`src/rtl/stt_pkg.sv`:
```
package stt_pkg;

   // Results of one stop burst are capped at this many block write bytes
   localparam int MAX_RESULTS = 32;

   // Event queue between front and back
   localparam int QUEUE_DEPTH = 2;
   localparam int QPTR_W      = $clog2(QUEUE_DEPTH);

   // Bus event codes as they arrive on the request channel
   typedef enum logic [2:0] {
      EV_RESTART  = 3'd0,
      EV_START    = 3'd1,
      EV_TX_ABORT = 3'd2,
      EV_STOP     = 3'd3,
      EV_RX_BYTE  = 3'd4,
      EV_RD_REQ   = 3'd5,
      EV_LOAD     = 3'd6
   } ev_type;

   // Result kinds
   typedef enum logic [2:0] {
      KIND_NONE     = 3'd0,
      KIND_QUICK    = 3'd1,
      KIND_SEND     = 3'd2,
      KIND_BLOCK    = 3'd3,
      KIND_READ_REQ = 3'd4,
      KIND_UNDO     = 3'd5,
      KIND_TX_BYTE  = 3'd6
   } kind_type;

   // Operations handed from front to back (ignored events never get queued)
   typedef enum logic [2:0] {
      OP_RESTART = 3'd0,
      OP_START   = 3'd1,
      OP_ABORT   = 3'd2,
      OP_STOP    = 3'd3,
      OP_RX      = 3'd4,
      OP_RD_REQ  = 3'd5,
      OP_LOAD    = 3'd6
   } op_type;

   // Back end sequencer
   typedef enum logic [1:0] {
      BK_IDLE  = 2'd0,
      BK_TX    = 2'd1,
      BK_BURST = 2'd2
   } back_state_type;

   typedef struct packed {
      logic [2:0] cmd;
      logic [7:0] bus_byte;
      logic       arb_lost;
      logic       slave_arb_lost;
      logic [4:0] load_index;
   } req_type;

   typedef struct packed {
      logic [2:0] kind;
      logic [7:0] code_byte;
      logic [7:0] payload_byte;
      logic [4:0] byte_position;
      logic       quick_bit;
      logic       last_of_run;
      logic       overflow;
   } rsp_type;

   typedef struct packed {
      op_type     op;
      logic [7:0] data_byte;
      logic [4:0] load_index;
   } op_entry_type;

   // Head of the event queue as seen by the back end
   typedef struct packed {
      logic         valid;
      op_entry_type entry;
   } q_head_type;

endpackage

```
`src/rtl/stt_front.sv`:
```
module stt_front #(
   parameter int BUFFER_DEPTH = 32
) (
   input  logic                 clock,
   input  logic                 reset,
   input  logic                 req_valid,
   output logic                 req_ready,
   input  stt_pkg::req_type     req,
   input  logic                 pop,
   output stt_pkg::q_head_type  head
);

   localparam int CNT_W = $clog2(stt_pkg::QUEUE_DEPTH + 1);

   stt_pkg::op_entry_type entry_ff [stt_pkg::QUEUE_DEPTH];
   logic [stt_pkg::QPTR_W-1:0] wr_ptr_ff, wr_ptr_in;
   logic [stt_pkg::QPTR_W-1:0] rd_ptr_ff, rd_ptr_in;
   logic [CNT_W-1:0]           fill_ff, fill_in;

   stt_pkg::op_entry_type cls_entry;
   logic                  cls_keep;
   logic                  push;

   // Classify the incoming event; drop the ones that do nothing
   always_comb begin
      cls_entry.data_byte  = req.bus_byte;
      cls_entry.load_index = req.load_index;
      cls_entry.op         = stt_pkg::OP_RESTART;
      cls_keep             = 1'b1;
      case (stt_pkg::ev_type'(req.cmd))
         stt_pkg::EV_RESTART:  cls_entry.op = stt_pkg::OP_RESTART;
         stt_pkg::EV_START:    cls_entry.op = stt_pkg::OP_START;
         stt_pkg::EV_TX_ABORT: begin
            cls_entry.op = stt_pkg::OP_ABORT;
            cls_keep     = req.arb_lost & req.slave_arb_lost;
         end
         stt_pkg::EV_STOP:     cls_entry.op = stt_pkg::OP_STOP;
         stt_pkg::EV_RX_BYTE:  cls_entry.op = stt_pkg::OP_RX;
         stt_pkg::EV_RD_REQ:   cls_entry.op = stt_pkg::OP_RD_REQ;
         stt_pkg::EV_LOAD: begin
            cls_entry.op = stt_pkg::OP_LOAD;
            cls_keep     = ({2'b00, req.load_index} < 7'(BUFFER_DEPTH));
         end
         default:              cls_keep = 1'b0;
      endcase
   end

   // Queue control
   assign req_ready = (fill_ff < CNT_W'(stt_pkg::QUEUE_DEPTH));
   assign push      = req_valid & req_ready & cls_keep;

   always_comb begin
      wr_ptr_in = wr_ptr_ff;
      rd_ptr_in = rd_ptr_ff;
      fill_in   = fill_ff;
      if (push) begin
         wr_ptr_in = wr_ptr_ff + 1'b1;
      end
      if (pop) begin
         rd_ptr_in = rd_ptr_ff + 1'b1;
      end
      if (push && !pop) begin
         fill_in = fill_ff + 1'b1;
      end else if (!push && pop) begin
         fill_in = fill_ff - 1'b1;
      end
   end

   always_ff @(posedge clock) begin
      if (reset) begin
         wr_ptr_ff <= '0;
         rd_ptr_ff <= '0;
         fill_ff   <= '0;
      end else begin
         wr_ptr_ff <= wr_ptr_in;
         rd_ptr_ff <= rd_ptr_in;
         fill_ff   <= fill_in;
      end
   end

   // Queue storage
   always_ff @(posedge clock) begin
      if (push) begin
         entry_ff[wr_ptr_ff] <= cls_entry;
      end
   end

   assign head.valid = (fill_ff != '0);
   assign head.entry = entry_ff[rd_ptr_ff];

endmodule

```
`src/rtl/stt_back.sv`:
```
module stt_back #(
   parameter int BUFFER_DEPTH = 32
) (
   input  logic                 clock,
   input  logic                 reset,
   input  stt_pkg::q_head_type  head,
   output logic                 pop,
   output logic                 rsp_valid,
   input  logic                 rsp_ready,
   output stt_pkg::rsp_type     rsp
);

   localparam int AW = (BUFFER_DEPTH > 1) ? $clog2(BUFFER_DEPTH) : 1;
   localparam int CW = $clog2(BUFFER_DEPTH + 1);

   // Transaction state
   stt_pkg::back_state_type state_ff, state_in;
   logic          abort_ff, abort_in;
   logic          cmd_seen_ff, cmd_seen_in;
   logic          restart_ff, restart_in;
   logic [7:0]    code_ff, code_in;
   logic [CW-1:0] count_ff, count_in;
   logic          ovf_ff, ovf_in;
   logic [CW-1:0] idx_ff, idx_in;
   logic [CW-1:0] len_ff, len_in;

   // Byte buffer; an entry whose valid bit is clear reads as zero
   logic [7:0]              data_mem [BUFFER_DEPTH];
   logic [BUFFER_DEPTH-1:0] valid_bits_ff;
   logic [7:0]              rd_data_ff;
   logic                    rd_hit_ff;

   logic          wr_en, rd_en, clear_txn, emit, out_free, burst_last;
   logic [AW-1:0] wr_addr, rd_addr;
   logic [7:0]    wr_data, rd_byte;
   logic [CW-1:0] idx_next;
   logic [6:0]    count_wide, idx_wide, li_wide;
   stt_pkg::rsp_type res;
   stt_pkg::rsp_type rsp_ff;
   logic             rsp_valid_ff;

   assign out_free   = !rsp_valid_ff || rsp_ready;
   assign count_wide = 7'(count_ff);
   assign idx_wide   = 7'(idx_ff);
   assign li_wide    = 7'(head.entry.load_index);
   assign idx_next   = idx_ff + 1'b1;
   assign burst_last = (idx_next == len_ff);
   assign rd_byte    = rd_hit_ff ? rd_data_ff : 8'h00;

   // Sequencer: one op, tx byte or burst byte per cycle while output is free
   always_comb begin
      state_in    = state_ff;
      abort_in    = abort_ff;
      cmd_seen_in = cmd_seen_ff;
      restart_in  = restart_ff;
      code_in     = code_ff;
      count_in    = count_ff;
      ovf_in      = ovf_ff;
      idx_in      = idx_ff;
      len_in      = len_ff;
      pop         = 1'b0;
      wr_en       = 1'b0;
      wr_addr     = AW'(count_ff);
      wr_data     = head.entry.data_byte;
      rd_en       = 1'b0;
      rd_addr     = AW'(count_ff);
      clear_txn   = 1'b0;
      emit        = 1'b0;
      res         = '0;
      res.code_byte   = code_ff;
      res.last_of_run = 1'b1;

      case (state_ff)
         stt_pkg::BK_IDLE: begin
            if (head.valid && out_free) begin
               pop = 1'b1;
               case (head.entry.op)
                  stt_pkg::OP_RESTART: restart_in = 1'b1;
                  stt_pkg::OP_START: begin
                     if (restart_ff) begin
                        emit     = 1'b1;
                        res.kind = stt_pkg::KIND_READ_REQ;
                     end
                  end
                  stt_pkg::OP_ABORT: begin
                     abort_in    = 1'b1;
                     cmd_seen_in = 1'b0;
                     emit        = 1'b1;
                     res.kind    = stt_pkg::KIND_UNDO;
                  end
                  stt_pkg::OP_STOP: begin
                     if (!cmd_seen_ff) begin
                        emit          = 1'b1;
                        res.kind      = stt_pkg::KIND_QUICK;
                        res.quick_bit = abort_ff;
                        res.overflow  = ovf_ff;
                        clear_txn     = 1'b1;
                     end else if (count_ff == '0) begin
                        emit         = 1'b1;
                        res.kind     = stt_pkg::KIND_SEND;
                        res.overflow = ovf_ff;
                        clear_txn    = 1'b1;
                     end else begin
                        // walk the stored bytes from entry 0
                        rd_en    = 1'b1;
                        rd_addr  = '0;
                        idx_in   = '0;
                        len_in   = (count_wide > 7'(stt_pkg::MAX_RESULTS)) ?
                                   CW'(stt_pkg::MAX_RESULTS) : count_ff;
                        state_in = stt_pkg::BK_BURST;
                     end
                  end
                  stt_pkg::OP_RX: begin
                     if (cmd_seen_ff) begin
                        if (count_ff < CW'(BUFFER_DEPTH)) begin
                           wr_en    = 1'b1;
                           count_in = count_ff + 1'b1;
                        end else begin
                           ovf_in = 1'b1;
                        end
                     end else begin
                        code_in     = head.entry.data_byte;
                        cmd_seen_in = 1'b1;
                     end
                  end
                  stt_pkg::OP_RD_REQ: begin
                     if (cmd_seen_ff) begin
                        if (count_ff < CW'(BUFFER_DEPTH)) begin
                           rd_en    = 1'b1;
                           state_in = stt_pkg::BK_TX;
                        end else begin
                           // past the buffer: send zero
                           ovf_in            = 1'b1;
                           emit              = 1'b1;
                           res.kind          = stt_pkg::KIND_TX_BYTE;
                           res.byte_position = count_wide[4:0];
                           res.overflow      = 1'b1;
                        end
                     end else begin
                        code_in          = head.entry.data_byte;
                        cmd_seen_in      = 1'b1;
                        emit             = 1'b1;
                        res.kind         = stt_pkg::KIND_TX_BYTE;
                        res.code_byte    = head.entry.data_byte;
                        res.payload_byte = head.entry.data_byte;
                     end
                  end
                  stt_pkg::OP_LOAD: begin
                     wr_en   = 1'b1;
                     wr_addr = AW'(li_wide);
                  end
                  default: ;
               endcase
            end
         end
         stt_pkg::BK_TX: begin
            if (out_free) begin
               emit              = 1'b1;
               res.kind          = stt_pkg::KIND_TX_BYTE;
               res.payload_byte  = rd_byte;
               res.byte_position = count_wide[4:0];
               count_in          = count_ff + 1'b1;
               state_in          = stt_pkg::BK_IDLE;
            end
         end
         stt_pkg::BK_BURST: begin
            if (out_free) begin
               emit              = 1'b1;
               res.kind          = stt_pkg::KIND_BLOCK;
               res.payload_byte  = rd_byte;
               res.byte_position = idx_wide[4:0];
               res.last_of_run   = burst_last;
               res.overflow      = ovf_ff;
               if (burst_last) begin
                  clear_txn = 1'b1;
                  state_in  = stt_pkg::BK_IDLE;
               end else begin
                  rd_en   = 1'b1;
                  rd_addr = AW'(idx_next);
                  idx_in  = idx_next;
               end
            end
         end
         default: state_in = stt_pkg::BK_IDLE;
      endcase

      // stop ends the transaction
      if (clear_txn) begin
         abort_in    = 1'b0;
         cmd_seen_in = 1'b0;
         restart_in  = 1'b0;
         code_in     = 8'h00;
         count_in    = '0;
         ovf_in      = 1'b0;
      end
   end

   // Control registers
   always_ff @(posedge clock) begin
      if (reset) begin
         state_ff     <= stt_pkg::BK_IDLE;
         abort_ff     <= 1'b0;
         cmd_seen_ff  <= 1'b0;
         restart_ff   <= 1'b0;
         code_ff      <= 8'h00;
         count_ff     <= '0;
         ovf_ff       <= 1'b0;
         idx_ff       <= '0;
         len_ff       <= '0;
         rsp_valid_ff <= 1'b0;
      end else begin
         state_ff    <= state_in;
         abort_ff    <= abort_in;
         cmd_seen_ff <= cmd_seen_in;
         restart_ff  <= restart_in;
         code_ff     <= code_in;
         count_ff    <= count_in;
         ovf_ff      <= ovf_in;
         idx_ff      <= idx_in;
         len_ff      <= len_in;
         if (emit) begin
            rsp_valid_ff <= 1'b1;
         end else if (rsp_ready) begin
            rsp_valid_ff <= 1'b0;
         end
      end
   end

   // Output register
   always_ff @(posedge clock) begin
      if (emit) begin
         rsp_ff <= res;
      end
   end

   // Entry valid bits, all dropped at reset and at stop
   always_ff @(posedge clock) begin
      if (reset || clear_txn) begin
         valid_bits_ff <= '0;
      end else if (wr_en) begin
         valid_bits_ff[wr_addr] <= 1'b1;
      end
   end

   // Buffer memory: one write port, one registered read port
   always_ff @(posedge clock) begin
      if (wr_en) begin
         data_mem[wr_addr] <= wr_data;
      end
      if (rd_en) begin
         rd_data_ff <= data_mem[rd_addr];
         rd_hit_ff  <= valid_bits_ff[rd_addr];
      end
   end

   assign rsp_valid = rsp_valid_ff;
   assign rsp       = rsp_ff;

endmodule

```
`src/rtl/smbus_target_transaction_tracker.sv`:
```
// SMBus target transaction tracker. Each request beat is one bus event
// (restart, start, tx abort, stop, rx byte, read request, buffer load); each
// response beat is one result, and last_of_run flags the final result of an
// event. The front end takes one event per cycle into a two-entry queue
// while it has room, and drops events that have no effect. The back end
// retires one event per cycle while its output is free; a read request that
// fetches from the byte buffer goes through a transmit state, and a stop
// sends its stored bytes (capped at 32) one per cycle, paced by the buffer's
// single registered read port. A result waiting in the output register
// stalls only the back end; the queue keeps taking events until it is full.
module smbus_target_transaction_tracker #(
   parameter int BUFFER_DEPTH = 32
) (
   input  logic             clock,
   input  logic             reset,
   input  logic             req_valid,
   output logic             req_ready,
   input  stt_pkg::req_type req,
   output logic             rsp_valid,
   input  logic             rsp_ready,
   output stt_pkg::rsp_type rsp
);

   stt_pkg::q_head_type q_head;
   logic                q_pop;

   stt_front #(
      .BUFFER_DEPTH(BUFFER_DEPTH)
   ) u_front (
      .clock     (clock),
      .reset     (reset),
      .req_valid (req_valid),
      .req_ready (req_ready),
      .req       (req),
      .pop       (q_pop),
      .head      (q_head)
   );

   stt_back #(
      .BUFFER_DEPTH(BUFFER_DEPTH)
   ) u_back (
      .clock     (clock),
      .reset     (reset),
      .head      (q_head),
      .pop       (q_pop),
      .rsp_valid (rsp_valid),
      .rsp_ready (rsp_ready),
      .rsp       (rsp)
   );

`ifndef SYNTHESIS
   // back end never pops an empty queue
   a_pop_nonempty: assert property (@(posedge clock) disable iff (reset)
      q_pop |-> q_head.valid)
      else $error("pop from empty event queue");

   // a presented result always has a real kind
   a_kind_real: assert property (@(posedge clock) disable iff (reset)
      rsp_valid |-> (rsp.kind != stt_pkg::KIND_NONE))
      else $error("result with kind none");

   // only block write bytes may come without the last marker
   a_single_last: assert property (@(posedge clock) disable iff (reset)
      (rsp_valid && (rsp.kind != stt_pkg::KIND_BLOCK)) |-> rsp.last_of_run)
      else $error("single result without last marker");
`endif

endmodule
```
`config.mk`:
```
export PLATFORM = sky130hd
export DESIGN_NAME = smbus_target_transaction_tracker
export DESIGN_NICKNAME = d
export VERILOG_FILES = /design/src/rtl/stt_pkg.sv /design/src/rtl/stt_front.sv /design/src/rtl/stt_back.sv /design/src/rtl/smbus_target_transaction_tracker.sv
export SDC_FILE = /design/constraint.sdc
export NUM_CORES = 1
export LEC_CHECK = 0
export ABC_AREA = 1
export BUFFER_PORTS_ARGS = -buffer_cell sky130_fd_sc_hd__buf_2
export CORE_ASPECT_RATIO = 1.75
export CORE_MARGIN = 10
export CORE_UTILIZATION = 40
export DETAILED_ROUTE_END_ITERATION = 6
export HOLD_SLACK_MARGIN = 0.05
export SLEW_MARGIN = 15
export SYNTH_ARGS = -nofsm -noshare
export SYNTH_HDL_FRONTEND = slang
export SYNTH_HIERARCHICAL = 1
export SYNTH_SLANG_ARGS = --single-unit
```
`constraint.sdc`:
```
create_clock -name clock -period 3.4 [get_ports clock]
set_clock_uncertainty 0.15 [all_clocks]
set_input_delay 0.34 -clock clock [delete_from_list [all_inputs] [get_ports clock]]
set_output_delay 0.34 -clock clock [all_outputs]
set_load 0.01 [all_outputs]
```
==> results of run 1 <==
## where the power goes
part | switching [W] | total (W) | leakage [nW] | internal [W]
logic | 0.00244 | 0.00357 | 4.24 | 0.00113
clock network | 0.00181 | 0.00420 | 0.582 | 0.00239
registers | 0.0000704 | 0.00586 | 3.50 | 0.00579
## cells by family (layout without fill, tap and decap cells)
group	count (synthesis)	after routing	share of synthesized area
and+or+nand+nor	970	970	0.247
buffers and inverters	326	473	0.0763
adders and majority gates	8	8	0.00564
AOI/OAI and AO/OA	98	98	0.0312
muxes	16	16	0.0123
DFF	394	394	0.627
xor gates and xnor gates	1	1	0.000494
## per-stage QoR
| step | power [W] | TNS [ns] | instances | hold WS [ns] | worst slack, ns |
|---|---|---|---|---|---|
| CTS | 0.0135 | 0 | 2521 | 0.0617 | 0.0179 |
| global placement | 0.00925 | 0 | 2441 | 0.291 | 0.0422 |
| global route | 0.0142 | -0.0286 | 2532 | 0.0985 | -0.0273 |
| floorplan | 0.00802 | 0 | 1813 | 0.259 | 0.482 |
| finish | 0.0136 | 0 | 2532 | 0.0772 | 0.112 |
| detailed placement | 0.00928 | 0 | 2441 | 0.302 | 0.0508 |
## metal layers
| metal | GRT usage | up-vias | part of all wire |
|---|---|---|---|
| met1 | 0.190 | 6425 | 0.35 |
| met4 | 0.0997 | 0 | 0.060 |
| met3 | 0.0203 | 139 | 0.040 |
| li1 | - | 6269 | - |
| met2 | 0.340 | 383 | 0.55 |
| met5 | 0 | - | 0 |
## worst paths after layout
path | from | depth (start not counted) | end
setup / recovery | u_back/idx_ff[1]$_SDFFE_PP0P_ | 20 | u_back/rd_data_ff[7]$_DFFE_PP_
hold / removal | req[15] | 2 | u_front/entry_ff[1][15]$_DFFE_PP_
setup reg to reg | u_back/idx_ff[1]$_SDFFE_PP0P_ | 20 | u_back/rd_data_ff[7]$_DFFE_PP_
hold reg to reg | u_back/valid_bits_ff[31]$_SDFFE_PP0P_ | 2 | u_back/valid_bits_ff[31]$_SDFFE_PP0P_
## cell type report
cell class                 count  share of cell area
inverter                     238              0.0432
sequential                   394               0.535
clock inverter                15             0.00849
multi-input combinational   1093               0.258
tap                          572              0.0344
clock buffer                  51              0.0501
timing repair buffer         169              0.0707
## registers in the layout (all words and copies together) (netlist names), 2 cells and up, named ones only
signal and count:
u_front/entry_ff 32, u_back/state_ff 2, u_back/idx_ff 6, u_back/count_ff 6, u_back/code_ff 8, u_back/valid_bits_ff 32, u_front/fill_ff 2, u_back/rsp 27
u_back/rd_data_ff 8, u_back/data_mem 256, u_back/len_ff 6
## synth_stat cells (4+ instances only)
library cell / n / area share
nand4_1: 5 / 0.0018
nor2_4: 4 / 0.0025
mux2_2: 6 / 0.0038
buf_6: 8 / 0.0051
nand2_1: 392 / 0.083
a31oi_1: 4 / 0.0014
edfxtp_1: 324 / 0.55
a21oi_1: 50 / 0.014
buf_2: 39 / 0.011
mux2_4: 10 / 0.0085
inv_1: 231 / 0.049
o21ai_0: 27 / 0.0076
dfxtp_1: 70 / 0.079
nor2_1: 163 / 0.034
clkbuf_1: 36 / 0.0076
nor3_1: 12 / 0.0034
nand3_1: 327 / 0.092
ha_1: 8 / 0.0056
nand3b_1: 47 / 0.020
## timing repair
| item | in CTS | in global routing |
|---|---|---|
| setup buffers | 0 | 6 |
| resized for setup | 0 | 22 |
| endpoints found under the hold margin | 29 | 0 |
| hold buffers | 14 | 0 |
| setup endpoints to repair | 0 | 9 |
==> results_dict.tcl, run 1 <==
set metrics [dict create \
    status "finished, final reports clean" \
    num-fill-cells 4101 \
    drt_iter0_markers 1034 \
    final_cell_mix "nand2_1, edfxtp_1, nand3_1" \
    initial_utilization 0.403 \
    syn-num-nets 1843 \
    numCtsBuffers 36 \
    multi_input_area_sq_mm 0.00536 \
    crit_family "simple AND/OR/NAND/NOR gates" \
    diodes 0 \
    final_common_cell "nand2_1" \
    final_util 0.472 \
    coreArea_sq_mm 0.0440 \
    netlist_instances 1813 \
    rrSetupSlack_ns 0.11 \
    die_width_um 179 \
    antenna_left 0 \
    ys_seq_area_frac 0.627 \
    ys_seq_elements 394 \
    cp-start-kind "flip-flop" \
    slowest_stage "dfxtp_1" \
    worst_ep_arrival_time_ns 3.55 \
    syn_to_final_growth_pct 17.2 \
    cts_tree "yes" \
    layout.nets 1962 \
    cp.required_ns 3.66 \
    cts.sinks 394 \
    drive_gt1_frac 0.135 \
    dieArea_sq_mm 0.0535 \
    num_vias 13200 \
    maxCapViolCount 0 \
    grt_overflow_total 0 \
    wl_per_cell_um 20.0 \
    wirelength_um 50600 \
    yosysWarnings 6 \
    clk_pin_slew_ns 0.07 \
    avgViaCountPerCell 5.22 \
    leakagePower_nw 8.32 \
    grt_pass1_vias 13000 \
    max_slew_margin 0.416 \
    htreeDepth 2 \
    gp_congestion 0.949 \
    finalCritPeriodShare 0.967 \
    grt_antenna_before_repair 0 \
    grt_start_max_net_pins 104 \
    finalHoldViolCount 0 \
    hp-class "in -> reg" \
    irDropWorstVdd_mv 0.517 \
    first_pass_iters 5 \
    drcViolationCount 0 \
    async_flop_share 0 \
    path_cells "ha_4 > inv_1 > nand2_1 > nand2_1 > nor2_1 > nand3_1 > nor2_2 > nand3_4 > buf_4 > nand3_1 > nand3_2 > a21oi_4 > buf_12 > buf_12 > nand3_1 > nand3_1 > nand3_1 > nand2_1 > nand2_1 > nand2_1" \
    netlist_area_sq_mm 0.0177 \
    worstMarginPinSlew_ns 0.867 \
    synthFlopType "edfxtp_1" \
    setup_violations 0 \
    rows 102 \
    cts_root_buf "clkbuf_16" \
    min_period_ns 3.29 \
    clockBufferDepth 3 \
    cp_slowest_stage_delay_ns 0.34 \
    grt_pass1_wl_um 75200 \
    drv_slew 0 \
    regArea_sq_mm 0.0111 \
    port_buffers 50 \
    synth_area_per_cell_sq_um 9.78 \
    place_hpwl_um 32800 \
    synth_edf_count 324 \
    worst_skew_pair.late_latency_ns 0.54 \
    worst_setup_path_end_kind "flip-flop" \
    crit_type "reg -> reg" \
    synth_cell_types 46 \
    crit_buf_inv 4 \
    io_pins 51 \
    max_freq_mhz 304 \
    post_dp_cell_area_sq_mm 0.0191 \
    grtUsageTotal 0.182 \
    final_area_sq_mm 0.0208 \
    die_y_um 299 \
    powerDensity_mw_per_mm2 655 \
    worstPathMaxFanout 25 \
]
Power figures use the tool's default switching activity.
==> run 2, diff against run 1 <==
CELL_PAD_IN_SITES_DETAIL_PLACEMENT = 0   (was not set)
CELL_PAD_IN_SITES_GLOBAL_PLACEMENT = 1   (was not set)
GPL_ROUTABILITY_DRIVEN = 0   (was not set)
PLACE_DENSITY_LB_ADDON = 0.1   (was not set)
==> run 2 against run 1 <==
Effect of this change: worst hold slack got worse by 0.0097 ns; final cell count rose by 0.95%; combinational power up 3%; global-route usage grew 1.9 points; non-clock buffer count rose by 21; critical endpoint unchanged.
==> results_dict.tcl, run 2 (synthesis gave the netlist of run 1 again) <==
set metrics [dict create \
    status "finished, final reports clean" \
    num_vias 13100 \
    grt_most_used_layer "met2" \
    grtUsageMet1 0.224 \
    finalCritPeriodShare 0.947 \
    reg2reg_to "u_back/rd_data_ff[7]$_DFFE_PP_" \
    place_hpwl_um 35800 \
    r2r_cells 20 \
    largest-register "u_back/data_mem" \
    crit_type "reg -> reg" \
    hold_end "u_front/entry_ff[1][15]$_DFFE_PP_" \
    numCtsBuffers 38 \
    leakagePower_nw 8.47 \
    final_cell_mix "nand2_1, nand3_1, edfxtp_1" \
    port_buffers 50 \
    die_width_um 179 \
    drt_iter0_markers 833 \
    io_pins 51 \
    grtUsageTotal 0.201 \
    dieArea_sq_mm 0.0535 \
    drive_gt1_frac 0.147 \
    cp_slowest_stage_delay_ns 0.35 \
    setup_tns_ns 0 \
    final_area_sq_mm 0.0210 \
    top_regs "u_back/data_mem x256, u_back/valid_bits_ff x32, u_front/entry_ff x32" \
    cts.sinks 394 \
    irDropWorstVdd_mv 0.523 \
    drcViolationCount 0 \
    syn_to_final_growth_pct 18.3 \
    coreArea_sq_mm 0.0440 \
    cts_tree "yes" \
    grt_pass1_vias 13400 \
    slowest_stage "mux2_2" \
    crit_top_cell "nand2_1" \
    finalHoldViolCount 0 \
    cp.required_ns 3.55 \
    worst_ep_arrival_time_ns 3.37 \
    max_freq_mhz 311 \
    diodes 0 \
    avgViaCountPerCell 5.11 \
    setup_violations 0 \
    largest_register_ffs 256 \
    grt_setup_unrepaired "yes" \
    final_common_cell "nand2_1" \
    powerDensity_mw_per_mm2 661 \
    first_pass_iters 5 \
    cts_root_buf "clkbuf_16" \
    grt_antenna_before_repair 1 \
    grt_start_max_net_pins 79 \
    wirelength_um 53900 \
    layout.nets 1985 \
    hold_path_startpoint "req[15]" \
    worst_setup_path_end_kind "flip-flop" \
    cp-start-kind "flip-flop" \
    worstMarginPinSlew_ns 0.831 \
    grt_pass1_wl_um 81700 \
    grt_overflow_total 0 \
    max_slew_margin 0.440 \
    min_period_ns 3.22 \
    grt_use_met3 0.0232 \
    cp_num_cells 20 \
    min_path_cells 2 \
    worstPathMaxFanout 12 \
    rrSetupSlack_ns 0.18 \
    crit_family "simple AND/OR/NAND/NOR gates" \
    drv_slew 0 \
    rows 102 \
    die_y_um 299 \
    path_cells "mux2_2 > inv_1 > nand2_1 > nor2_4 > nand2_1 > nor2_2 > nand2_2 > a31oi_4 > nand2_4 > buf_12 > buf_4 > clkbuf_16 > nand3_1 > nand2_1 > nand2_1 > nand3_1 > nand3_2 > nand2_1 > nand2_1 > nand2_1" \
    maxCapViolCount 0 \
    met2_usage 0.377 \
    worst_skew_pair.late_latency_ns 0.55 \
    wl_per_cell_um 21.1 \
    post_dp_cell_area_sq_mm 0.0193 \
    htreeDepth 2 \
    final_cells 2556 \
    antenna_left 0 \
    initial_utilization 0.403 \
    dp_cells 2458 \
    hp-class "in -> reg" \
    crit_buf_inv 4 \
    clockBufferDepth 3 \
    clk_pin_slew_ns 0.06 \
]
[run 2: layout make-up]
class                   instances  area (sq um)
fillers                      4218         23000
flip-flops and latches        394         11100
multi-input cells            1093          5340
repair buffers                190          1640
clock buffers                  54          1100
inverters                     238           898
well taps                     572           716
clock inverters                15           161
[run 2: worst max-delay path by stage]
| stage | startpoint | end | slack [ns] |
|---|---|---|---|
| finish | flip-flop | u_back/rd_data_ff[7]$_DFFE_PP_ | 0.18 |
| global route | u_back/idx_ff[1]$_SDFFE_PP0P_ | u_back/rd_data_ff[4]$_DFFE_PP_ | -0.0005 |
| CTS | u_back/idx_ff[0]$_SDFFE_PP0P_ | u_back/rd_data_ff[4]$_DFFE_PP_ | 0.04 |
| detailed placement | u_back/idx_ff[0]$_SDFFE_PP0P_ | u_back/rd_hit_ff$_DFFE_PP_ | -0.21 |
| global placement | u_back/idx_ff[0]$_SDFFE_PP0P_ | u_back/rd_hit_ff$_DFFE_PP_ | -0.21 |
| floorplan | flip-flop | u_back/rd_data_ff[6]$_DFFE_PP_ | 0.48 |
[run 2: power by group]
| group | switching (W) | total (W) | internal, W |
|---|---|---|---|
| logic | 0.00246 | 0.00366 | 0.00120 |
| clock network | 0.00184 | 0.00434 | 0.00250 |
| registers | 0.0000877 | 0.00588 | 0.00579 |
| total | 0.00439 | 0.0139 | 0.00949 |
[run 2: routing by layer]
| layer | vias up | part of all wire |
|---|---|---|
| met4 | 2 | 0.034 |
| met1 | 6372 | 0.38 |
| met3 | 86 | 0.034 |
| li1 | 6332 | - |
| met2 | 261 | 0.55 |
| met5 | - | 0.00013 |
[run 2: through the flow]
step | setup WS [ns] | total power [W] | util | hold WS, ns
after CTS | 0.0413 | 0.0139 | 0.473 | 0.0537
after floorplan | 0.482 | 0.00802 | - | 0.259
after global routing | -0.000513 | 0.0145 | 0.477 | 0.0913
after global placement | -0.212 | 0.00948 | 0.438 | 0.291
after detailed placement | -0.209 | 0.00949 | 0.438 | 0.300
final | 0.181 | 0.0139 | 0.477 | 0.0675
[run 2: what timing repair did]
item	4_1_cts	5_1_grt
endpoints found under the setup margin	7	31
hold buffers	16	0
setup buffers	3	7
gates resized for setup	6	21
hold endpoints to repair	31	0
pin swaps	2	2
gates cloned	1	2
